## config.mk

```make
export PLATFORM = sky130hd
export DESIGN_NAME = crst_fifo
export DESIGN_NICKNAME = d
export VERILOG_FILES = /design/src/design/crst_pkg.sv /design/src/design/crst_fifo.sv
export SDC_FILE = /design/constraint.sdc
export NUM_CORES = 1
export LEC_CHECK = 0
export CAP_MARGIN = 20
export CORE_UTILIZATION = 50
export DETAILED_ROUTE_END_ITERATION = 8
export DONT_BUFFER_PORTS = 1
export PLACE_DENSITY = 0.63
export SLEW_MARGIN = 0
export SYNTH_ARGS = -nofsm -noshare
export SYNTH_HDL_FRONTEND = slang
export SYNTH_SLANG_ARGS = --single-unit
```

## constraint.sdc

```tcl
create_clock -name clk -period 6.8 [get_ports clk]
set_input_delay 0.68 -clock clk [delete_from_list [all_inputs] [get_ports clk]]
set_output_delay 0.68 -clock clk [all_outputs]
set_load 0.02 [all_outputs]
```

## src/design/crst_pkg.sv

```systemverilog
// Shared types, constants and field layouts for the call/return symbol tracer.
package crst_pkg;

	localparam int SYMBOL_SLOTS_DEF = 256;
	localparam int QUEUE_DEPTH = 4;

	localparam int SYMBOL_COUNT_W = 9;
	localparam int TYPE_W = 8;
	localparam int INDEX_W = 8;
	localparam int ADDR_W = 32;
	localparam int DEPTH_W = 16;

	localparam int CFG_INDEX_W = 2;
	localparam int CFG_DATA_W = 9;
	localparam logic [CFG_INDEX_W-1:0] CFG_SYMBOL_COUNT = 2'd0;
	localparam logic [CFG_INDEX_W-1:0] CFG_FUNCTION_TYPE = 2'd1;

	localparam logic [SYMBOL_COUNT_W-1:0] SYMBOL_COUNT_RESET = 9'd0;
	localparam logic [TYPE_W-1:0] FUNCTION_TYPE_RESET = 8'd18;

	localparam logic [6:0] OPC_JAL = 7'h6f;
	localparam logic [6:0] OPC_JALR = 7'h67;
	localparam logic [19:0] RET_PATTERN = 20'h08067;

	localparam logic signed [DEPTH_W-1:0] DEPTH_MAX = 16'sh7fff;
	localparam logic signed [DEPTH_W-1:0] DEPTH_MIN = 16'sh8000;

	localparam int IN_TDATA_W = 176;
	localparam int OUT_PAD_W = 6;
	localparam int OUT_TDATA_W = 104;

	typedef struct packed {
		logic [ADDR_W-1:0] next_pc;
		logic [ADDR_W-1:0] current_pc;
		logic [31:0] instruction;
		logic [TYPE_W-1:0] symbol_type;
		logic [ADDR_W-1:0] symbol_size;
		logic [ADDR_W-1:0] symbol_start;
		logic [INDEX_W-1:0] entry_index;
	} in_tdata_t;

	typedef struct packed {
		logic [OUT_PAD_W-1:0] pad;
		logic [ADDR_W-1:0] target_pc;
		logic [ADDR_W-1:0] source_pc;
		logic [INDEX_W-1:0] target_index;
		logic target_found;
		logic [INDEX_W-1:0] source_index;
		logic source_found;
		logic signed [DEPTH_W-1:0] call_depth;
	} out_tdata_t;

	typedef enum logic [1:0] {
		CMD_LOAD,
		CMD_CALL,
		CMD_RETURN
	} cmd_kind_t;

	typedef struct packed {
		cmd_kind_t kind;
		logic [INDEX_W-1:0] index;
		logic [ADDR_W-1:0] word_a;
		logic [ADDR_W-1:0] word_b;
		logic [TYPE_W-1:0] sym_type;
	} cmd_t;

	typedef struct packed {
		logic [TYPE_W-1:0] sym_type;
		logic [ADDR_W-1:0] size;
		logic [ADDR_W-1:0] start;
	} sym_entry_t;

	typedef enum logic [1:0] {
		B_IDLE,
		B_SCAN,
		B_DONE
	} back_state_t;

endpackage

```

## src/design/crst_fifo.sv

```systemverilog
// Short command queue between the front end and the search engine.
module crst_fifo (
	input logic clk,
	input logic arst_n,
	input logic in_valid,
	output logic in_ready,
	input crst_pkg::cmd_t in_data,
	output logic out_valid,
	input logic out_pop,
	output crst_pkg::cmd_t out_data
);
	import crst_pkg::*;

	localparam int PW = (QUEUE_DEPTH > 1) ? $clog2(QUEUE_DEPTH) : 1;
	localparam int NW = $clog2(QUEUE_DEPTH + 1);

	cmd_t slots_q [QUEUE_DEPTH];
	logic [PW-1:0] wr_ptr_q;
	logic [PW-1:0] rd_ptr_q;
	logic [NW-1:0] count_q;
	logic push;
	logic pop;

	assign in_ready = (count_q != NW'(QUEUE_DEPTH));
	assign out_valid = (count_q != '0);
	assign push = in_valid && in_ready;
	assign pop = out_pop && out_valid;
	assign out_data = slots_q[rd_ptr_q];

	always_ff @(posedge clk or negedge arst_n) begin
		if (!arst_n) begin
			wr_ptr_q <= '0;
			rd_ptr_q <= '0;
			count_q <= '0;
		end else begin
			if (push) begin
				wr_ptr_q <= (wr_ptr_q == PW'(QUEUE_DEPTH - 1)) ? '0 : wr_ptr_q + 1'b1;
			end
			if (pop) begin
				rd_ptr_q <= (rd_ptr_q == PW'(QUEUE_DEPTH - 1)) ? '0 : rd_ptr_q + 1'b1;
			end
			if (push && !pop) begin
				count_q <= count_q + 1'b1;
			end else if (pop && !push) begin
				count_q <= count_q - 1'b1;
			end
		end
	end

	always_ff @(posedge clk) begin
		if (push) begin
			slots_q[wr_ptr_q] <= in_data;
		end
	end

endmodule

```

[After elaboration in Yosys (flattened, before gate mapping)]
Memories as Yosys holds them, arrays and structs flattened.
Index checks and enable logic that the tools add are counted.
Word-level totals
  word-level logic and storage cells: 25
  bits of input ports: 86
  output and inout port bits: 84
  bits in writable memories: 328
  memories kept: 1
  flip-flop bits (word level): 7
Memory list
  slots_q: words 4, width 82, rd ports 1, clocked after memory_dff 0, wr ports 1, line crst_fifo.sv:17  | cmd_t slots_q [QUEUE_DEPTH];
Cells by class
  multiplexer cells: 6
  $add $sub $neg: 4
  reduce and logical (&&, ||, !) cells: 8
  equality and inequality tests: 3
Operators with widths (number)
  two-way mux 3 bit: 2
  adder 2 x 1 -> 2 bit, second input constant: 2
  equality test 2 bit, second input constant: 2
  logical AND 1 bit: 4
  two-way mux 2 bit: 2
  adder 3 x 1 -> 3 bit, second input constant: 1
  != test 3 bit, second input constant: 1
  nonzero test 3 bit: 1
  subtractor 3 x 1 -> 3 bit, second input constant: 1
  zero test 1 bit: 2
  two-way mux 1 bit: 2
  nonzero test 2 bit: 1

[Longest topological paths before layout]
  word-level depth: 6
  gate-level depth with buffers: 8
  gate-level depth less buffers: 8

[Worst setup path after synthesis]
No wires, ideal clock.
  path type: input port to flip-flop
  from: in in_valid
  to: mem slots_q[0][0] (netlist bit) (enable)
  setup time: 0.449 ns
  arrival: 2.990 ns
  stages on the path: 2
  buffers on the path: 0
  data required time: 6.351 ns
  path slack: 3.361 ns
  cells stage by stage: a21boi_1 > and2_1
Between the ends
  word-level cells in the longest chain between the ends: 3
Ends and longest elaborated chain
  start: declaration: line crst_fifo.sv:5  | input logic in_valid,
  logical AND 1 bit: line crst_fifo.sv:26  | assign push = in_valid && in_ready;
  two-way mux 1 bit: line crst_fifo.sv:51  | if (push) begin
  two-way mux 1 bit (implied by the code): line crst_fifo.sv:52  | slots_q[wr_ptr_q] <= in_data;
  end: declaration: line crst_fifo.sv:17
Every way passes these cells.

==> out/metrics.yaml <==
sta:
  fin_crit_sh_pct: 54.1
  tightestPinTransition_ns: 0.891
  slew_headroom_pct: 40.6
  max_freq_ghz: 0.272
  fin_skew_ns: 0.0133
  rsz0062_at_grt: "false"
  tns_ns: 0
  final-setup-viol-count: 0
  hold_ws_ns: 0.279
  hold_viol_final: 0
  period_needed_ns: 3.68
  drv_slew: 0
logic_synthesis:
  synth.ff_latch_count: 335
  synth_cell_type_count: 18
  netlist_area_mm2: 0.0123
  synthMuxAreaShare_pct: 15.5
  yosys.cell_count.top_type: "edfxtp_1"
  synth_cells: 465
  syn-num-nets: 558
  synth_compound_area_share_pct: 0.0612
  synthSimpleGateAreaFrac_pct: 0.439
  yosysTopAreaCell: "edfxtp_1"
  synth_xor_area_share_pct: 0.214
  synthTopCellsByCount: "edfxtp_1 (328), mux4_2 (82), buf_2 (8)"
  avgSynthCellArea_um2: 26.4
  synth_top_family_by_area: "multiplexers"
  synth_top_area_share_pct: 80.3
  ys_seq_area_share_pct: 81.8
  yosys_warnings: 0
  async_reset_ff_share_pct: 2.09
  synth_edf_count: 328
  synth-adder-area-share_pct: 0.776
  synth_ff_type: "edfxtp_1"
  yosys-top-cells-area: "edfxtp_1 (80%), mux4_2 (15%), dfrtp_1 (1.4%), buf_6 (0.64%), ha_1 (0.61%)"
run_status:
  status: "finished clean"
setup_path:
  cp.required_ns: 6.12
  path_class: "flip-flop to output pin"
  cp.arrival_ns: 3.00
  critPathLaunchType: "flip-flop"
  crit_path_end_kind: "output pin"
  crit_fanout: 44
final_layout:
  drive_above_1_share_pct: 28.3
  final-seq-area_mm2: 0.0100
  diodes: 0
  layout.nets: 583
  multi_input_area_mm2: 0.00210
  nFillCells: 1701
  area_delta_synth_final_pct: 11.8
clocking:
  numCtsBuffers: 34
  htreeDepth: 2
  cts_sinks: 335
  postCtsResizedCells: 0
  post_cts_buffers: 0
  clk_latency_ns: 0.49
  holdBufCountCts: 1
  cts_tree: "yes"
  root_buffer: "clkbuf_16"
  clk_pin_slew_ns: 0.06
  clock_path_buffers: 3
pwr:
  p_int_mw: 4.43
  p_leak_nw: 4.31
  powerDensity_mw_per_mm2: 465
  p_seq_share_pct: 46.5
  vdd_drop_max_uv: 256
  total_power_mw: 6.37
  power.share.clock_pct: 28.2
  power.switching_mw: 1.93
  combPwrFrac_pct: 25.3
  swShare_pct: 30.4
route:
  drc: 0
  avgViaCountPerCell: 5.74
  dr_total_vias: 4790
  wl_um: 20700
  ant_nets: 0
  dr.pass1.iters: 4
  detail_route.wl_per_cell_um: 24.8
  dr.first_iter.drc_count: 306
global_routing:
  grt_max_degree: 57
  overflow: 0
  grt_util_all_layers_pct: 17.0
  antenna_found_initial: 0
  grt_pass1_wl_um: 30700
  grt_pass1_vias: 5162
die:
  row_count: 56
  die_w_um: 159
  fp.dieH_um: 159
  design.core.area_mm2: 0.0238
  start_util_pct: 51.6
  die_area_mm2: 0.0251
  num_io_pins: 170
place:
  io_buffers: 0
  routabilityCongestion: 0.750
  dp.final_hpwl_um: 12200
min_path:
  hold_path.class: "input port to flip-flop"
job:
  cap_violations: 0
-- flip-flops by register name, summed over array words and instances, names as in the netlist --
signal / flops
slots_q: 328
count_q: 3
rd_ptr_q: 2
wr_ptr_q: 2
-- cell families after synthesis --
logic type	count (synthesis)
AO/OA/AOI/OAI	1
XOR/XNOR	3
adder cells (fa/ha/maj)	7
buffers and inverters	21
flip-flops	335
multiplexers	87
AND/OR/NAND/NOR	11
-- cell usage in the layout, fill, tap and decap left out, types with 2 or more instances in the layout --
cell type,netlist,final
inv_1,3,3
mux4_2,82,82
edfxtp_1,328,328
ha_1,6,6
dfrtp_1,7,5
and2_4,0,4
bufinv_16,0,2
mux2_2,5,5
clkinv_1,0,5
clkinv_2,0,4
buf_4,2,6
nand2_1,2,2
clkbuf_1,1,9
dfrtp_4,0,2
xor2_1,2,2
clkbuf_8,0,3
nor2_1,4,4
clkbuf_16,0,37
-- critical path, cell delays in order, from the launching register on --
cell and delay (ns):
dfrtp_4 0.99, buf_4 0.78, mux4_2 0.68
-- area by class of cell --
type	instances	share of cell area [%]
tap	319	2.91
sequential	335	73.2
inverter	3	0.0822
timing repair buffer	7	0.402
clock buffer	49	7.31
multi-input combinational	109	15.3
clock inverter	12	0.785
-- power by group through the flow --
stage	logic, mW	registers (mW)	clock network [mW]
2_1_floorplan	1.50	2.86	0
3_3_place_gp	1.62	2.99	0
3_5_place_dp	1.64	3.01	0
4_1_cts	1.65	2.97	1.84
5_1_grt	1.72	3.01	1.92
6_report	1.61	2.96	1.80
-- per-layer routing --
| layer | global-route usage [%] | routed length [um] | up-vias |
|---|---|---|---|
| met5 | 1.24 | 40 | - |
| met4 | 5.63 | 340 | 2 |
| met3 | 5.77 | 1880 | 26 |
| met2 | 27.7 | 10300 | 153 |
| met1 | 21.3 | 8070 | 2564 |
| li1 | - | - | 2045 |
-- through the flow --
stage                     utilization (%)  setup slack [ns]  cells  area [um^2]
final                                57.7              3.12    834        13700
after floorplan                         -              3.36    465        12300
after global placement               53.0              3.55    772        12600
after CTS                            57.7              2.98    834        13700
after detailed placement             53.0              3.54    772        12600
after global routing                 57.7              2.81    834        13700
-- worst paths after layout --
path | start | to | slack (ns) | depth (start not counted)
setup / recovery | rd_ptr_q[0]$_DFFE_PN0P_ | out_data[39] | 3.12 | 2
hold / removal | in_data[5] | slots_q[0][5]$_DFFE_PP_ | 0.28 | 0
setup reg to reg | count_q[0]$_DFFE_PN0P_ | slots_q[1][51]$_DFFE_PP_ | 3.91 | 4
hold reg to reg | count_q[2]$_DFFE_PN0P_ | count_q[2]$_DFFE_PN0P_ | 0.52 | 1
max in group asynchronous | arst_n | rd_ptr_q[0]$_DFFE_PN0P_ | 5.97 | 1
min in group asynchronous | arst_n | count_q[1]$_DFFE_PN0P_ | 0.53 | 1
Power figures use the tool's default switching activity.
