==> src/design/crst_pkg.sv <==
// Shared types, constants and field layouts for the call/return symbol tracer.
package crst_pkg;

	localparam int SYMBOL_SLOTS_DEF = 256;
	localparam int QUEUE_DEPTH = 4;

	localparam int SYMBOL_COUNT_W = 9;
	localparam int TYPE_W = 8;
	localparam int INDEX_W = 8;
	localparam int ADDR_W = 32;
	localparam int DEPTH_W = 16;

	localparam int CFG_INDEX_W = 2;
	localparam int CFG_DATA_W = 9;
	localparam logic [CFG_INDEX_W-1:0] CFG_SYMBOL_COUNT = 2'd0;
	localparam logic [CFG_INDEX_W-1:0] CFG_FUNCTION_TYPE = 2'd1;

	localparam logic [SYMBOL_COUNT_W-1:0] SYMBOL_COUNT_RESET = 9'd0;
	localparam logic [TYPE_W-1:0] FUNCTION_TYPE_RESET = 8'd18;

	localparam logic [6:0] OPC_JAL = 7'h6f;
	localparam logic [6:0] OPC_JALR = 7'h67;
	localparam logic [19:0] RET_PATTERN = 20'h08067;

	localparam logic signed [DEPTH_W-1:0] DEPTH_MAX = 16'sh7fff;
	localparam logic signed [DEPTH_W-1:0] DEPTH_MIN = 16'sh8000;

	localparam int IN_TDATA_W = 176;
	localparam int OUT_PAD_W = 6;
	localparam int OUT_TDATA_W = 104;

	typedef struct packed {
		logic [ADDR_W-1:0] next_pc;
		logic [ADDR_W-1:0] current_pc;
		logic [31:0] instruction;
		logic [TYPE_W-1:0] symbol_type;
		logic [ADDR_W-1:0] symbol_size;
		logic [ADDR_W-1:0] symbol_start;
		logic [INDEX_W-1:0] entry_index;
	} in_tdata_t;

	typedef struct packed {
		logic [OUT_PAD_W-1:0] pad;
		logic [ADDR_W-1:0] target_pc;
		logic [ADDR_W-1:0] source_pc;
		logic [INDEX_W-1:0] target_index;
		logic target_found;
		logic [INDEX_W-1:0] source_index;
		logic source_found;
		logic signed [DEPTH_W-1:0] call_depth;
	} out_tdata_t;

	typedef enum logic [1:0] {
		CMD_LOAD,
		CMD_CALL,
		CMD_RETURN
	} cmd_kind_t;

	typedef struct packed {
		cmd_kind_t kind;
		logic [INDEX_W-1:0] index;
		logic [ADDR_W-1:0] word_a;
		logic [ADDR_W-1:0] word_b;
		logic [TYPE_W-1:0] sym_type;
	} cmd_t;

	typedef struct packed {
		logic [TYPE_W-1:0] sym_type;
		logic [ADDR_W-1:0] size;
		logic [ADDR_W-1:0] start;
	} sym_entry_t;

	typedef enum logic [1:0] {
		B_IDLE,
		B_SCAN,
		B_DONE
	} back_state_t;

endpackage

==> src/design/crst_front.sv <==
// Front end: accepts input requests, classifies them and forwards loads and jumps.
module crst_front (
	input logic clk,
	input logic arst_n,
	input logic s_tvalid,
	output logic s_tready,
	input logic [crst_pkg::IN_TDATA_W-1:0] s_tdata, // entry_index, symbol_start, symbol_size, symbol_type, instruction, current_pc, next_pc
	input logic s_tuser, // op
	output logic cmd_valid,
	input logic cmd_ready,
	output crst_pkg::cmd_t cmd_data
);
	import crst_pkg::*;

	in_tdata_t fields;
	logic [6:0] opcode;
	logic is_jump;
	logic is_ret;
	logic keep;
	logic accept;
	cmd_t cmd_d;
	logic valid_s1;
	cmd_t cmd_s1;

	assign fields = in_tdata_t'(s_tdata);
	assign opcode = fields.instruction[6:0];
	assign is_jump = (opcode == OPC_JAL) || (opcode == OPC_JALR);
	assign is_ret = (fields.instruction[19:0] == RET_PATTERN);
	assign keep = !s_tuser || is_jump;
	assign s_tready = !valid_s1 || cmd_ready;
	assign accept = s_tvalid && s_tready;

	always_comb begin
		cmd_d = '0;
		if (!s_tuser) begin
			cmd_d.kind = CMD_LOAD;
			cmd_d.index = fields.entry_index;
			cmd_d.word_a = fields.symbol_start;
			cmd_d.word_b = fields.symbol_size;
			cmd_d.sym_type = fields.symbol_type;
		end else begin
			cmd_d.kind = is_ret ? CMD_RETURN : CMD_CALL;
			cmd_d.word_a = fields.current_pc;
			cmd_d.word_b = fields.next_pc;
		end
	end

	always_ff @(posedge clk or negedge arst_n) begin
		if (!arst_n) begin
			valid_s1 <= 1'b0;
		end else if (accept) begin
			valid_s1 <= keep;
		end else if (cmd_ready) begin
			valid_s1 <= 1'b0;
		end
	end

	always_ff @(posedge clk) begin
		if (accept) begin
			cmd_s1 <= cmd_d;
		end
	end

	assign cmd_valid = valid_s1;
	assign cmd_data = cmd_s1;

endmodule

==> config.mk <==
export PLATFORM = sky130hd
export DESIGN_NAME = crst_front
export DESIGN_NICKNAME = d
export VERILOG_FILES = /design/src/design/crst_pkg.sv /design/src/design/crst_front.sv
export SDC_FILE = /design/constraint.sdc
export NUM_CORES = 1
export LEC_CHECK = 0
export BUFFER_PORTS_ARGS = -buffer_cell sky130_fd_sc_hd__buf_4
export CORE_MARGIN = 5
export CORE_UTILIZATION = 40
export DETAILED_ROUTE_END_ITERATION = 6
export GPL_TIMING_DRIVEN = 0
export PLACE_DENSITY = 0.8
export SYNTH_ARGS = -nofsm -noshare
export SYNTH_HDL_FRONTEND = slang
export SYNTH_SLANG_ARGS = --single-unit
==> constraint.sdc <==
create_clock -name clk -period 3.1 [get_ports clk]
set_input_delay 0.465 -clock clk [delete_from_list [all_inputs] [get_ports clk]]
set_output_delay 0.465 -clock clk [all_outputs]
set_load 0.02 [all_outputs]
**After elaboration in Yosys (flattened, before gate mapping)**

Cells that the tools add are included.

- Equal/unequal tests: 3
- Mux-type cells: 4
- Reduce and logical (&&, ||, !) cells: 7

Operators by type and width:

| kind | number |
|---|---|
| $mux W64 | 1 |
| $eq A20 B16 Y1 const B | 1 |
| $eq A7 B7 Y1 const B | 2 |
| $logic_or A1 B1 Y1 | 3 |
| $logic_not A1 Y1 | 2 |
| $mux W1 | 2 |
| $mux W2 | 1 |
| $reduce_bool A2 Y1 | 1 |
| $logic_and A1 B1 Y1 | 1 |

- Bits in registers: 83
- Input port bits: 181
- Output and inout port bits: 84
- Logic and storage cells: 20

**Longest topological paths before layout**

Gate-level depths: netlist of run 1.

- Word-level depth: 4
- Gate-level depth with buffers: 5
- Gate-level depth less buffers: 3

**Worst setup path after synthesis of run 1**

OpenSTA, ideal clock, no wires.

- Path type: input to register
- From: in cmd_ready
- To: reg cmd_s1, in the netlist cmd_data[0] (enable)
- Setup time: 0.449 ns
- Arrival time: 2.669 ns
- Data required time: 2.651 ns
- Path slack: -0.019 ns
- Cell stages on the path: 2
- Path buffers: 0
- Cells stage by stage: nand2b_1 and2_1

- Cells in the longest elaborated chain, start to end: 2

Ends and longest elaborated chain:

| element | RTL line | text |
|---|---|---|
| from (decl) | crst_front.sv:10 | `input logic cmd_ready,` |
| $logic_or A1 B1 Y1 | crst_front.sv:30 | `assign s_tready = !valid_s1 \|\| cmd_ready;` |
| $logic_and A1 B1 Y1 | crst_front.sv:31 | `assign accept = s_tvalid && s_tready;` |
| named net accept | crst_front.sv:20 | `logic accept;` |
| to (signal assigned) | crst_front.sv:60 | `cmd_s1 <= cmd_d;` |
| to (decl) | crst_front.sv:23 | `cmd_t cmd_s1;` |

The timed path passes the listed nets, and every way through them passes these cells.
A chain may end at the register's enable or synchronous reset.

**Worst setup path after layout of run 1**

- From: reg valid_s1 (netlist: cmd_valid)
- To: reg cmd_s1, in the netlist cmd_data[51] (enable)

- Cells in the longest elaborated chain, start to end: 3

Ends and longest elaborated chain:

| element | RTL line | text |
|---|---|---|
| from (decl) | crst_front.sv:22 | `logic valid_s1;` |
| from (signal assigned) | crst_front.sv:52 | `valid_s1 <= keep;` |
| $logic_not A1 Y1 | crst_front.sv:30 |  |
| $logic_or A1 B1 Y1 | crst_front.sv:30 |  |
| $logic_and A1 B1 Y1 | crst_front.sv:31 |  |
| named net accept | crst_front.sv:20 |  |

The timed path passes the listed nets, and every way through them passes these cells.

==> metrics.md, run 1 <==
| Metric | Value |
|---|---|
| Via count | `2666` |
| Hold path cells | `3` |
| Hold WC Path Type | `in -> reg` |
| Worst-Margin Slew | `~530 ps` |
| Worst Setup Start Kind | `register` |
| Crit-path slowest cell | `and2_4` |
| Setup_tns | `0 ps` |
| Initial antenna violation count | `0` |
| TritonCTS Sinks | `83` |
| Root Buffer | `clkbuf_8` |
| Reg2reg path depth | `3` |
| Max FO, Critical Path | `between 40 and 50` |
| Die X | `just over 100 microns` |
| Minimum clock period | `1646 ps` |
| Slew headroom | `0.6468` |
| CTS tree | `built` |
| Post-route ant nets | `0` |
| Drt via density | `approximately 4.7` |
| Worst setup margin | `between 1000 and 1500 ps` |
| Max-capacitance violation count | `0` |
| Clk buf depth | `2` |
| First-pass GRT wire length | `approximately 15000 microns` |
| Outcome | `completed` |
| Maximum VDD drop | `between 0.2 and 0.3 mV` |
| Finished layout cell area | `between 5000 and 6000 sq um` |
| Synthesized Nets | `about 370` |
| WL final | `around 10000 microns` |
| Grt total ovfl | `0` |
| Post-synth top area share | `0.6996` |
| I/O pin cnt | `around 270` |
| Final Max Slew Viols | `0` |
| Hpwl dp | `between 8000 and 9000 microns` |
| Mapped Cells | `188` |
| CTS Buf Count | `9` |
| DIE HEIGHT | `103.8 microns` |
| Worst-Skew Late Latency | `around 340 ps` |
| Drt first pass iters | `4` |
| Critical path cell sequence | `nand2b_1 -> and2_4 -> buf_12` |
| Fin nets | `around 630` |
| Setup repair after global routing missed its margin | `no` |
| Largest net degree at the start of global routing | `between 40 and 50` |
| DIE AREA | `between 10000 and 15000 sq um` |
| Synth-to-layout area growth | `63.53%` |
| Worst path max stage delay | `around 500 ps` |
| Unique masters post-synth | `20` |
| Worst path arrival time | `1660 ps` |
| Post-CTS resize count | `0` |
| CP endpoint kind | `register` |
| Fin crit share | `0.5310` |
| H-tree depth | `3` |
| Clock skew | `approximately 6.5 ps` |
| Required @ worst endpoint | `3120 ps` |
| CORE AREA | `8636 sq um` |
| Cell Area, Placed | `roughly 5600 sq um` |
| Post-route DRC | `0` |
| DRT iter0 DRCs | `approximately 80` |
| P per Cell Area | `~460 nW/um^2` |
| Rows | `34` |
| Yosys Warn Count | `0` |
| Synth Area per Inst | `18.72 sq um` |
| Diode count | `0` |
| Cell taking the most area after synthesis | `edfxtp_1` |
| F_max | `between 600 and 700 MHz` |
| R2r setup slk | `1450 ps` |
| Pre-CTS setup slack | `around 1200 ps` |
| Port bufs | `251` |
| Post-synthesis sequential area ratio | `0.7067` |
| Synthesized area | `about 3500 sq um` |
| Tot GR Track Use | `0.1786` |
| Initial Utilization | `0.4076` |
| RePlAce Congestion | `between 0.7 and 0.8` |
| Final Util | `0.6665` |
| Clock transition at path regs | `about 80 ps` |
| Hold Violations, Final | `0` |
| Synth Register Bits | `between 80 and 90` |
| Largest cells by area after synthesis | `edfxtp_1 (70%), mux2_2 (20%), buf_6 (2.6%)` |
| Final setup fails | `0` |
| Share of layout cells above drive strength 1 | `0.7484` |
| Avg WL per Cell | `17.71 microns` |
| Kind of critical path | `reg -> reg` |
| Number of global-route vias before repair | `between 2000 and 3000` |
| Leakage | `around 0.0025 uW` |
kinds of logic after synthesis:
logic type	share of synthesized area
AND/OR/NAND/NOR	0.05403
multiplexers	0.2048
flip-flops	0.7067
buffers and inverters	0.02880
AO/OA/AOI/OAI	0.005688
final timing paths:
| kind | from | to |
|---|---|---|
| min in group asynchronous | arst_n | cmd_valid |
| worst min register to register | cmd_valid | cmd_valid |
| worst max-delay path | cmd_valid | cmd_data[51] |
| worst min-delay path | s_tvalid | cmd_valid |
| worst max register to register | cmd_valid | cmd_data[51] |
| max in group asynchronous | arst_n | cmd_valid |
cell type report:
class	count	area, sq um
Fill cell	643	2880
Sequential cell	83	2487
Timing Repair Buffer	253	1914
Multi-Input combinational cell	94	933.4
Tap cell	108	135.1
Clock buffer	10	127.6
Buffer	9	93.84
Clock inverter	6	56.30
Inverter	2	7.507
layer usage:
| metal | GRT usage | vias up | part of all wire |
|---|---|---|---|
| met5 | 0 | - | 0 |
| met4 | 0.06383 | 0 | 0.020 |
| met3 | 0.06716 | 18 | 0.097 |
| met2 | 0.3329 | 164 | 0.54 |
| met1 | 0.1795 | 1236 | 0.34 |
| li1 | - | 1248 | - |
sequential cells by signal, indices dropped and copies added (netlist names):
name and count:
cmd_data 82, cmd_valid 1
repair_timing:
| action | CTS | global route |
|---|---|---|
| endpoints found under the setup margin | 0 | 0 |
| setup buffers | 0 | 0 |
| hold buffers | 1 | 0 |
| hold endpoints to repair | 1 | 0 |
cells in the final DEF, fill, tap and decap left out, types with 2 or more instances in the layout:
cell / synthesis / final
nor4_2: 2 / 2
and2b_1: 4 / 4
clkinv_2: 0 / 3
nor2b_1: 12 / 12
mux2_2: 64 / 64
buf_4: 0 / 251
buf_6: 8 / 8
inv_1: 2 / 2
clkbuf_1: 1 / 2
nand2_1: 2 / 2
clkbuf_8: 0 / 9
edfxtp_1: 82 / 82
power by group:
| group | internal, uW | total, uW | switching, uW |
|---|---|---|---|
| clock | 366 | 738 | 372 |
| sequential | 1330 | 1350 | 20.1 |
| combinational | 303 | 536 | 233 |
| total | 2000 | 2630 | 625 |
through the flow:
| stage | std cells | hold slack, ps | power [uW] |
|---|---|---|---|
| floorplan | 188 | 169.4 | 1609 |
| detailed placement | 548 | 249.1 | 1921 |
| CTS | 565 | 394.2 | 2654 |
| global placement | 547 | 249.3 | 1904 |
| finish | 565 | 416.1 | 2626 |
| global route | 565 | 400.0 | 2738 |
synthesized netlist by cell type (all sizes together):
library cell and instances:
a31oi 1, buf 8, o31a 1, nand3 1, clkbuf 1, o21ai 1, dfrtp 1, nor2b 12
nor4b 1, edfxtp 82, and2 1, and4b 1, nand2 2, nor2 1, nor4 3, mux2 64
inv 2, and2b 4, nand2b 1
critical path: cells and delay by family, from the launching register on:
kind / cells / cell delay [ps]
buffers and inverters: 1 / 310
flip-flops: 1 / 380
AND/OR/NAND/NOR: 2 / 610
(Power assumes the default switching activity.)
==> run 2, diff against run 1 <==
- clock period: 3.1 -> 1.6 ns (I/O delays scaled with it)
==> run 2 against run 1 <==
  * Via count decreased by 1.6%
  * Fmax up 16%
  * Largest power group unchanged
  * Register-to-register slack lost 1300 ps
  * Sequential cell count unchanged
  * Critical endpoint is now cmd_data[81]
==> metrics.md, run 2 (same netlist as run 1, synthesis figures left out) <==
| Metric | Value |
|---|---|
| Kind of critical path | `reg -> reg` |
| Number of global-route vias before repair | `~2800` |
| Footprint of the multi-input gates | `~950 sq um` |
| Crit-path slowest cell | `and2_4` |
| Worst-Margin Slew | `about 580 ps` |
| Worst Setup Start Kind | `register` |
| Cell Area, Placed | `roughly 5600 sq um` |
| Post-route ant nets | `0` |
| Setup Buffers After CTS | `0` |
| WL final | `roughly 9900 microns` |
| Rows | `34` |
| F_max | `between 700 and 800 MHz` |
| Most common library cell in the layout ignoring fill and taps | `buf_4` |
| Tot GR Track Use | `0.1767` |
| H-tree depth | `3` |
| Max-capacitance violation count | `0` |
| Setup repair after global routing missed its margin | `no` |
| DP Cell Count | `547` |
| Final setup fails | `0` |
| Worst path arrival time | `~1400 ps` |
| DIE HEIGHT | `just over 100 microns` |
| Register Area | `around 2500 sq um` |
| Most frequent cells in the layout | `buf_4 (251), edfxtp_1 (82), mux2_2 (64)` |
| Root Buffer | `clkbuf_8` |
| Clock transition at path regs | `roughly 80 ps` |
| Min-Delay Endpoint | `cmd_data[5]` |
| Reg2reg path depth | `2` |
| Maximum VDD drop | `0.4207 mV` |
| Slew headroom | `0.6148` |
| I/O pin cnt | `~270` |
| Hold path cells | `2` |
| Leakage | `about 0.0025 uW` |
| Worst R2R End | `cmd_data[81]` |
| Reg-to-Reg Start | `cmd_valid` |
| R2r setup slk | `about 180 ps` |
| Largest register FFs | `~80` |
| CORE AREA | `roughly 8600 sq um` |
| Synth-to-layout area growth | `64.42%` |
| Worst-Skew Late Latency | `340 ps` |
| Clock skew | `a little under 10 ps` |
| Minimum clock period | `between 1000 and 1500 ps` |
| Clk buf depth | `2` |
| Number of fill cells | `660` |
| Hold WC Path Type | `in -> reg` |
| Initial Utilization | `0.4076` |
| Share of layout cells above drive strength 1 | `0.7549` |
| Buffers plus inverters on the worst setup path | `0` |
| Avg WL per Cell | `17.60 microns` |
| TritonCTS Sinks | `between 80 and 90` |
| RePlAce Congestion | `approximately 0.82` |
| Setup_tns | `0 ps` |
| P per Cell Area | `a little over 900 nW/um^2` |
| Worst path max stage delay | `530 ps` |
| First-pass GRT wire length | `~15000 microns` |
| DRT iter0 DRCs | `80` |
| Fin nets | `~630` |
| Via count | `between 2000 and 3000` |
| Post-route DRC | `0` |
| Initial antenna violation count | `0` |
| Diode count | `0` |
| Non-Filler Instances | `approximately 570` |
| Startpoint of the worst hold path | `s_tdata[77]` |
| CTS Buf Count | `9` |
| Port bufs | `about 250` |
| Hold Violations, Final | `0` |
| Grt total ovfl | `0` |
| Die X | `approximately 100 microns` |
| Fin crit share | `0.8885` |
| Largest net degree at the start of global routing | `42` |
| CP top delay family | `simple AND/OR/NAND/NOR gates` |
| Drt first pass iters | `4` |
| DIE AREA | `~11000 sq um` |
| CP endpoint kind | `register` |
| Max FO, Critical Path | `between 40 and 50` |
| Hpwl dp | `around 7800 microns` |
| Drt via density | `approximately 4.6` |
| Required @ worst endpoint | `1570 ps` |
| Final Max Slew Viols | `0` |
| CTS tree | `built` |
| Outcome | `completed` |
| Finished layout cell area | `5787 sq um` |
| Critical path cell sequence | `nand2b_4 -> and2_4` |
## run 2: how the worst max path moves through the flow
stage / startpoint / end / slack [ps] / cells after the start
floorplan: cmd_valid / cmd_data[0] / -30 / 2
global placement: cmd_valid / cmd_data[23] / -150 / 2
detailed placement: cmd_valid / cmd_data[30] / -160 / 2
CTS: cmd_valid / cmd_data[74] / 160 / 2
global route: cmd_valid / cmd_data[74] / 120 / 2
finish: cmd_valid / cmd_data[81] / 180 / 2
## run 2: timing repair
| action | 4_1_cts | 5_1_grt |
|---|---|---|
| resized for setup | 1 | 0 |
| hold buffers | 1 | 0 |
| endpoints found under the setup margin | 82 | 0 |
| endpoints found under the hold margin | 1 | 0 |
## run 2: per-stage QoR
stage	power [uW]	utilization	hold slack (ps)	worst slack, ps
5_1_grt	5495	0.6701	177.1	116.5
6_report	5277	0.6701	189.8	178.5
3_5_place_dp	3718	0.6427	20.97	-159.5
3_3_place_gp	3690	0.6427	21.44	-152.1
4_1_cts	5341	0.6701	172.3	159.1
2_1_floorplan	3120	-	-55.59	-30.36
## run 2: area by class of cell
cell class,instances,area share
Tap cell,108,0.02335
Timing Repair Buffer,252,0.3274
Multi-Input combinational cell,95,0.1641
Buffer,9,0.01622
Sequential cell,83,0.4301
Clock buffer,10,0.02205
Clock inverter,6,0.01557
Inverter,2,0.001297
## run 2: power breakdown
| group | total, uW | internal (uW) | switching, uW |
|---|---|---|---|
| Clock | 1620 | 883 | 735 |
| Sequential | 2620 | 2580 | 40.6 |
| Combinational | 1040 | 584 | 453 |
| Total | 5280 | 4050 | 1230 |
## run 2: routing by layer
layer,wire (microns),track usage
met4,260,0.07123
met5,0,0
met1,3208,0.1694
met2,5464,0.3315
met3,1011,0.07027
==> run 3, diff against run 2 <==
- BUFFER_PORTS_ARGS: -buffer_cell sky130_fd_sc_hd__buf_4 -> -buffer_cell sky130_fd_sc_hd__buf_2
==> run 3 against run 2 <==
  * Highest routed layer unchanged
  * Largest power group unchanged
  * Die area did not move
  * Count of clock-buffer cells in the layout did not move
  * Critical path type unchanged
  * Cell count did not move
  * Via count shrank 1.1%
==> metrics.md, run 3 (same netlist as run 1, synthesis figures left out) <==
| Metric | Value |
|---|---|
| DRT iter0 DRCs | `between 80 and 90` |
| Post-route DRC | `0` |
| Number of fill cells | `722` |
| DIE HEIGHT | `between 100 and 150 microns` |
| Crit path from | `cmd_valid` |
| CP Capture Point | `cmd_data[2]` |
| Rows | `34` |
| Worst hold slack | `approximately 180 ps` |
| Tot GR Track Use | `0.1714` |
| Max FO, Critical Path | `41` |
| Pre-CTS setup slack | `-142.7 ps` |
| Root Buffer | `clkbuf_8` |
| Reg-to-Reg Start | `cmd_valid` |
| Final setup fails | `0` |
| Kind of critical path | `reg -> reg` |
| Hold path cells | `3` |
| H-tree depth | `3` |
| Fin crit share | `0.8705` |
| P per Cell Area | `roughly 1000 nW/um^2` |
| Largest net degree at the start of global routing | `42` |
| Largest register FFs | `82` |
| Initial Utilization | `0.4076` |
| Via count | `2595` |
| Share of layout cells above drive strength 1 | `0.7549` |
| Avg WL per Cell | `around 17 microns` |
| CTS Buf Count | `9` |
| Final Util | `0.6001` |
| RePlAce Congestion | `around 0.82` |
| CORE AREA | `8636 sq um` |
| Most frequent cells in the layout | `buf_2 (251), edfxtp_1 (82), mux2_2 (64)` |
| R2r setup slk | `about 210 ps` |
| Reg2reg path depth | `2` |
| Required @ worst endpoint | `1580 ps` |
| F_max | `718.0 MHz` |
| Worst setup margin | `roughly 210 ps` |
| Leakage | `0.002307 uW` |
| Hold WC Path Type | `in -> reg` |
| Worst Setup Start Kind | `register` |
| Hpwl dp | `around 7400 microns` |
| First-pass GRT wire length | `~15000 microns` |
| Worst path arrival time | `~1400 ps` |
| Clock skew | `7.028 ps` |
| Max-capacitance violation count | `0` |
| Die X | `103.8 microns` |
| CTS tree | `built` |
| Minimum clock period | `between 1000 and 1500 ps` |
| Grt total ovfl | `0` |
| Number of global-route vias before repair | `~2900` |
| Worst R2R End | `cmd_data[2]` |
| Fin nets | `roughly 630` |
| Diode count | `0` |
| Outcome | `completed` |
| Hold Violations, Final | `0` |
| WL final | `approximately 9300 microns` |
| CP endpoint kind | `register` |
| Drt first pass iters | `4` |
| Most common library cell in the layout ignoring fill and taps | `buf_2` |
| Synth-to-layout area growth | `47.24%` |
| Initial antenna violation count | `0` |
| Worst-Margin Slew | `552.1 ps` |
| Worst-Skew Late Latency | `340 ps` |
| TritonCTS Sinks | `just over 80` |
| Final Max Slew Viols | `0` |
| Post-route ant nets | `0` |
| Setup repair after global routing missed its margin | `no` |
| Clock transition at path regs | `~80 ps` |
| DIE AREA | `between 10000 and 15000 sq um` |
| Slew headroom | `0.6319` |
| I/O pin cnt | `between 200 and 300` |
| Maximum VDD drop | `roughly 0.62 mV` |
| Drt via density | `around 4.6` |
| Clk buf depth | `2` |
| Port bufs | `roughly 250` |
-- run 3: changes by cell type in the layout (fill, tap and decap cells not counted), sizes merged --
cell and change:
bufinv +1, clkinvlp +1, clkinv -2
-- run 3: critical path, stage by stage, from the launching register on --
cell	delay, ps
dfrtp_2	430
nand2b_4	90
and2_4	510
-- run 3: layout make-up --
cell class	instances	area (sq um)	share of cell area
Buffer	9	93.84	0.01811
Clock inverter	6	113.9	0.02197
Tap cell	108	135.1	0.02607
Inverter	2	7.507	0.001449
Multi-Input combinational cell	95	949.7	0.1832
Sequential cell	83	2489	0.4802
Timing Repair Buffer	252	1266	0.2443
Clock buffer	10	127.6	0.02463
-- run 3: power by group --
group,switching (uW),internal (uW),leakage [uW]
Combinational,451,394,0.00139
Sequential,33.9,2580,0.000806
Clock,731,1040,0.000113
-- run 3: layer usage --
layer | track usage | part of all wire
met1 | 0.1740 | 0.33
met2 | 0.3156 | 0.55
met3 | 0.07400 | 0.10
met4 | 0.05088 | 0.018
met5 | 0 | 0
-- run 3: repair_timing --
item	in CTS	in global routing
hold endpoints to repair	1	0
hold buffers	1	0
setup endpoints to repair	82	0
buffers inserted	0	0
resized for setup	1	0
-- run 3: worst min-delay path by stage --
stage / to / from
after floorplan: cmd_valid / arst_n
after global placement: cmd_valid / arst_n
after detailed placement: cmd_valid / arst_n
after CTS: cmd_data[77] / s_tdata[5]
after global routing: cmd_data[12] / s_tdata[148]
final: cmd_valid / s_tvalid
-- run 3: stage by stage --
step | power, uW | cell area [sq um] | setup TNS [ps] | cells
6_report | 5231 | 5182 | 0 | 565
5_1_grt | 5467 | 5182 | 0 | 565
4_1_cts | 5299 | 5182 | 0 | 565
3_5_place_dp | 3516 | 4922 | -11390 | 547
3_3_place_gp | 3489 | 4922 | -9165 | 547
2_1_floorplan | 3120 | 3531 | -2490 | 188
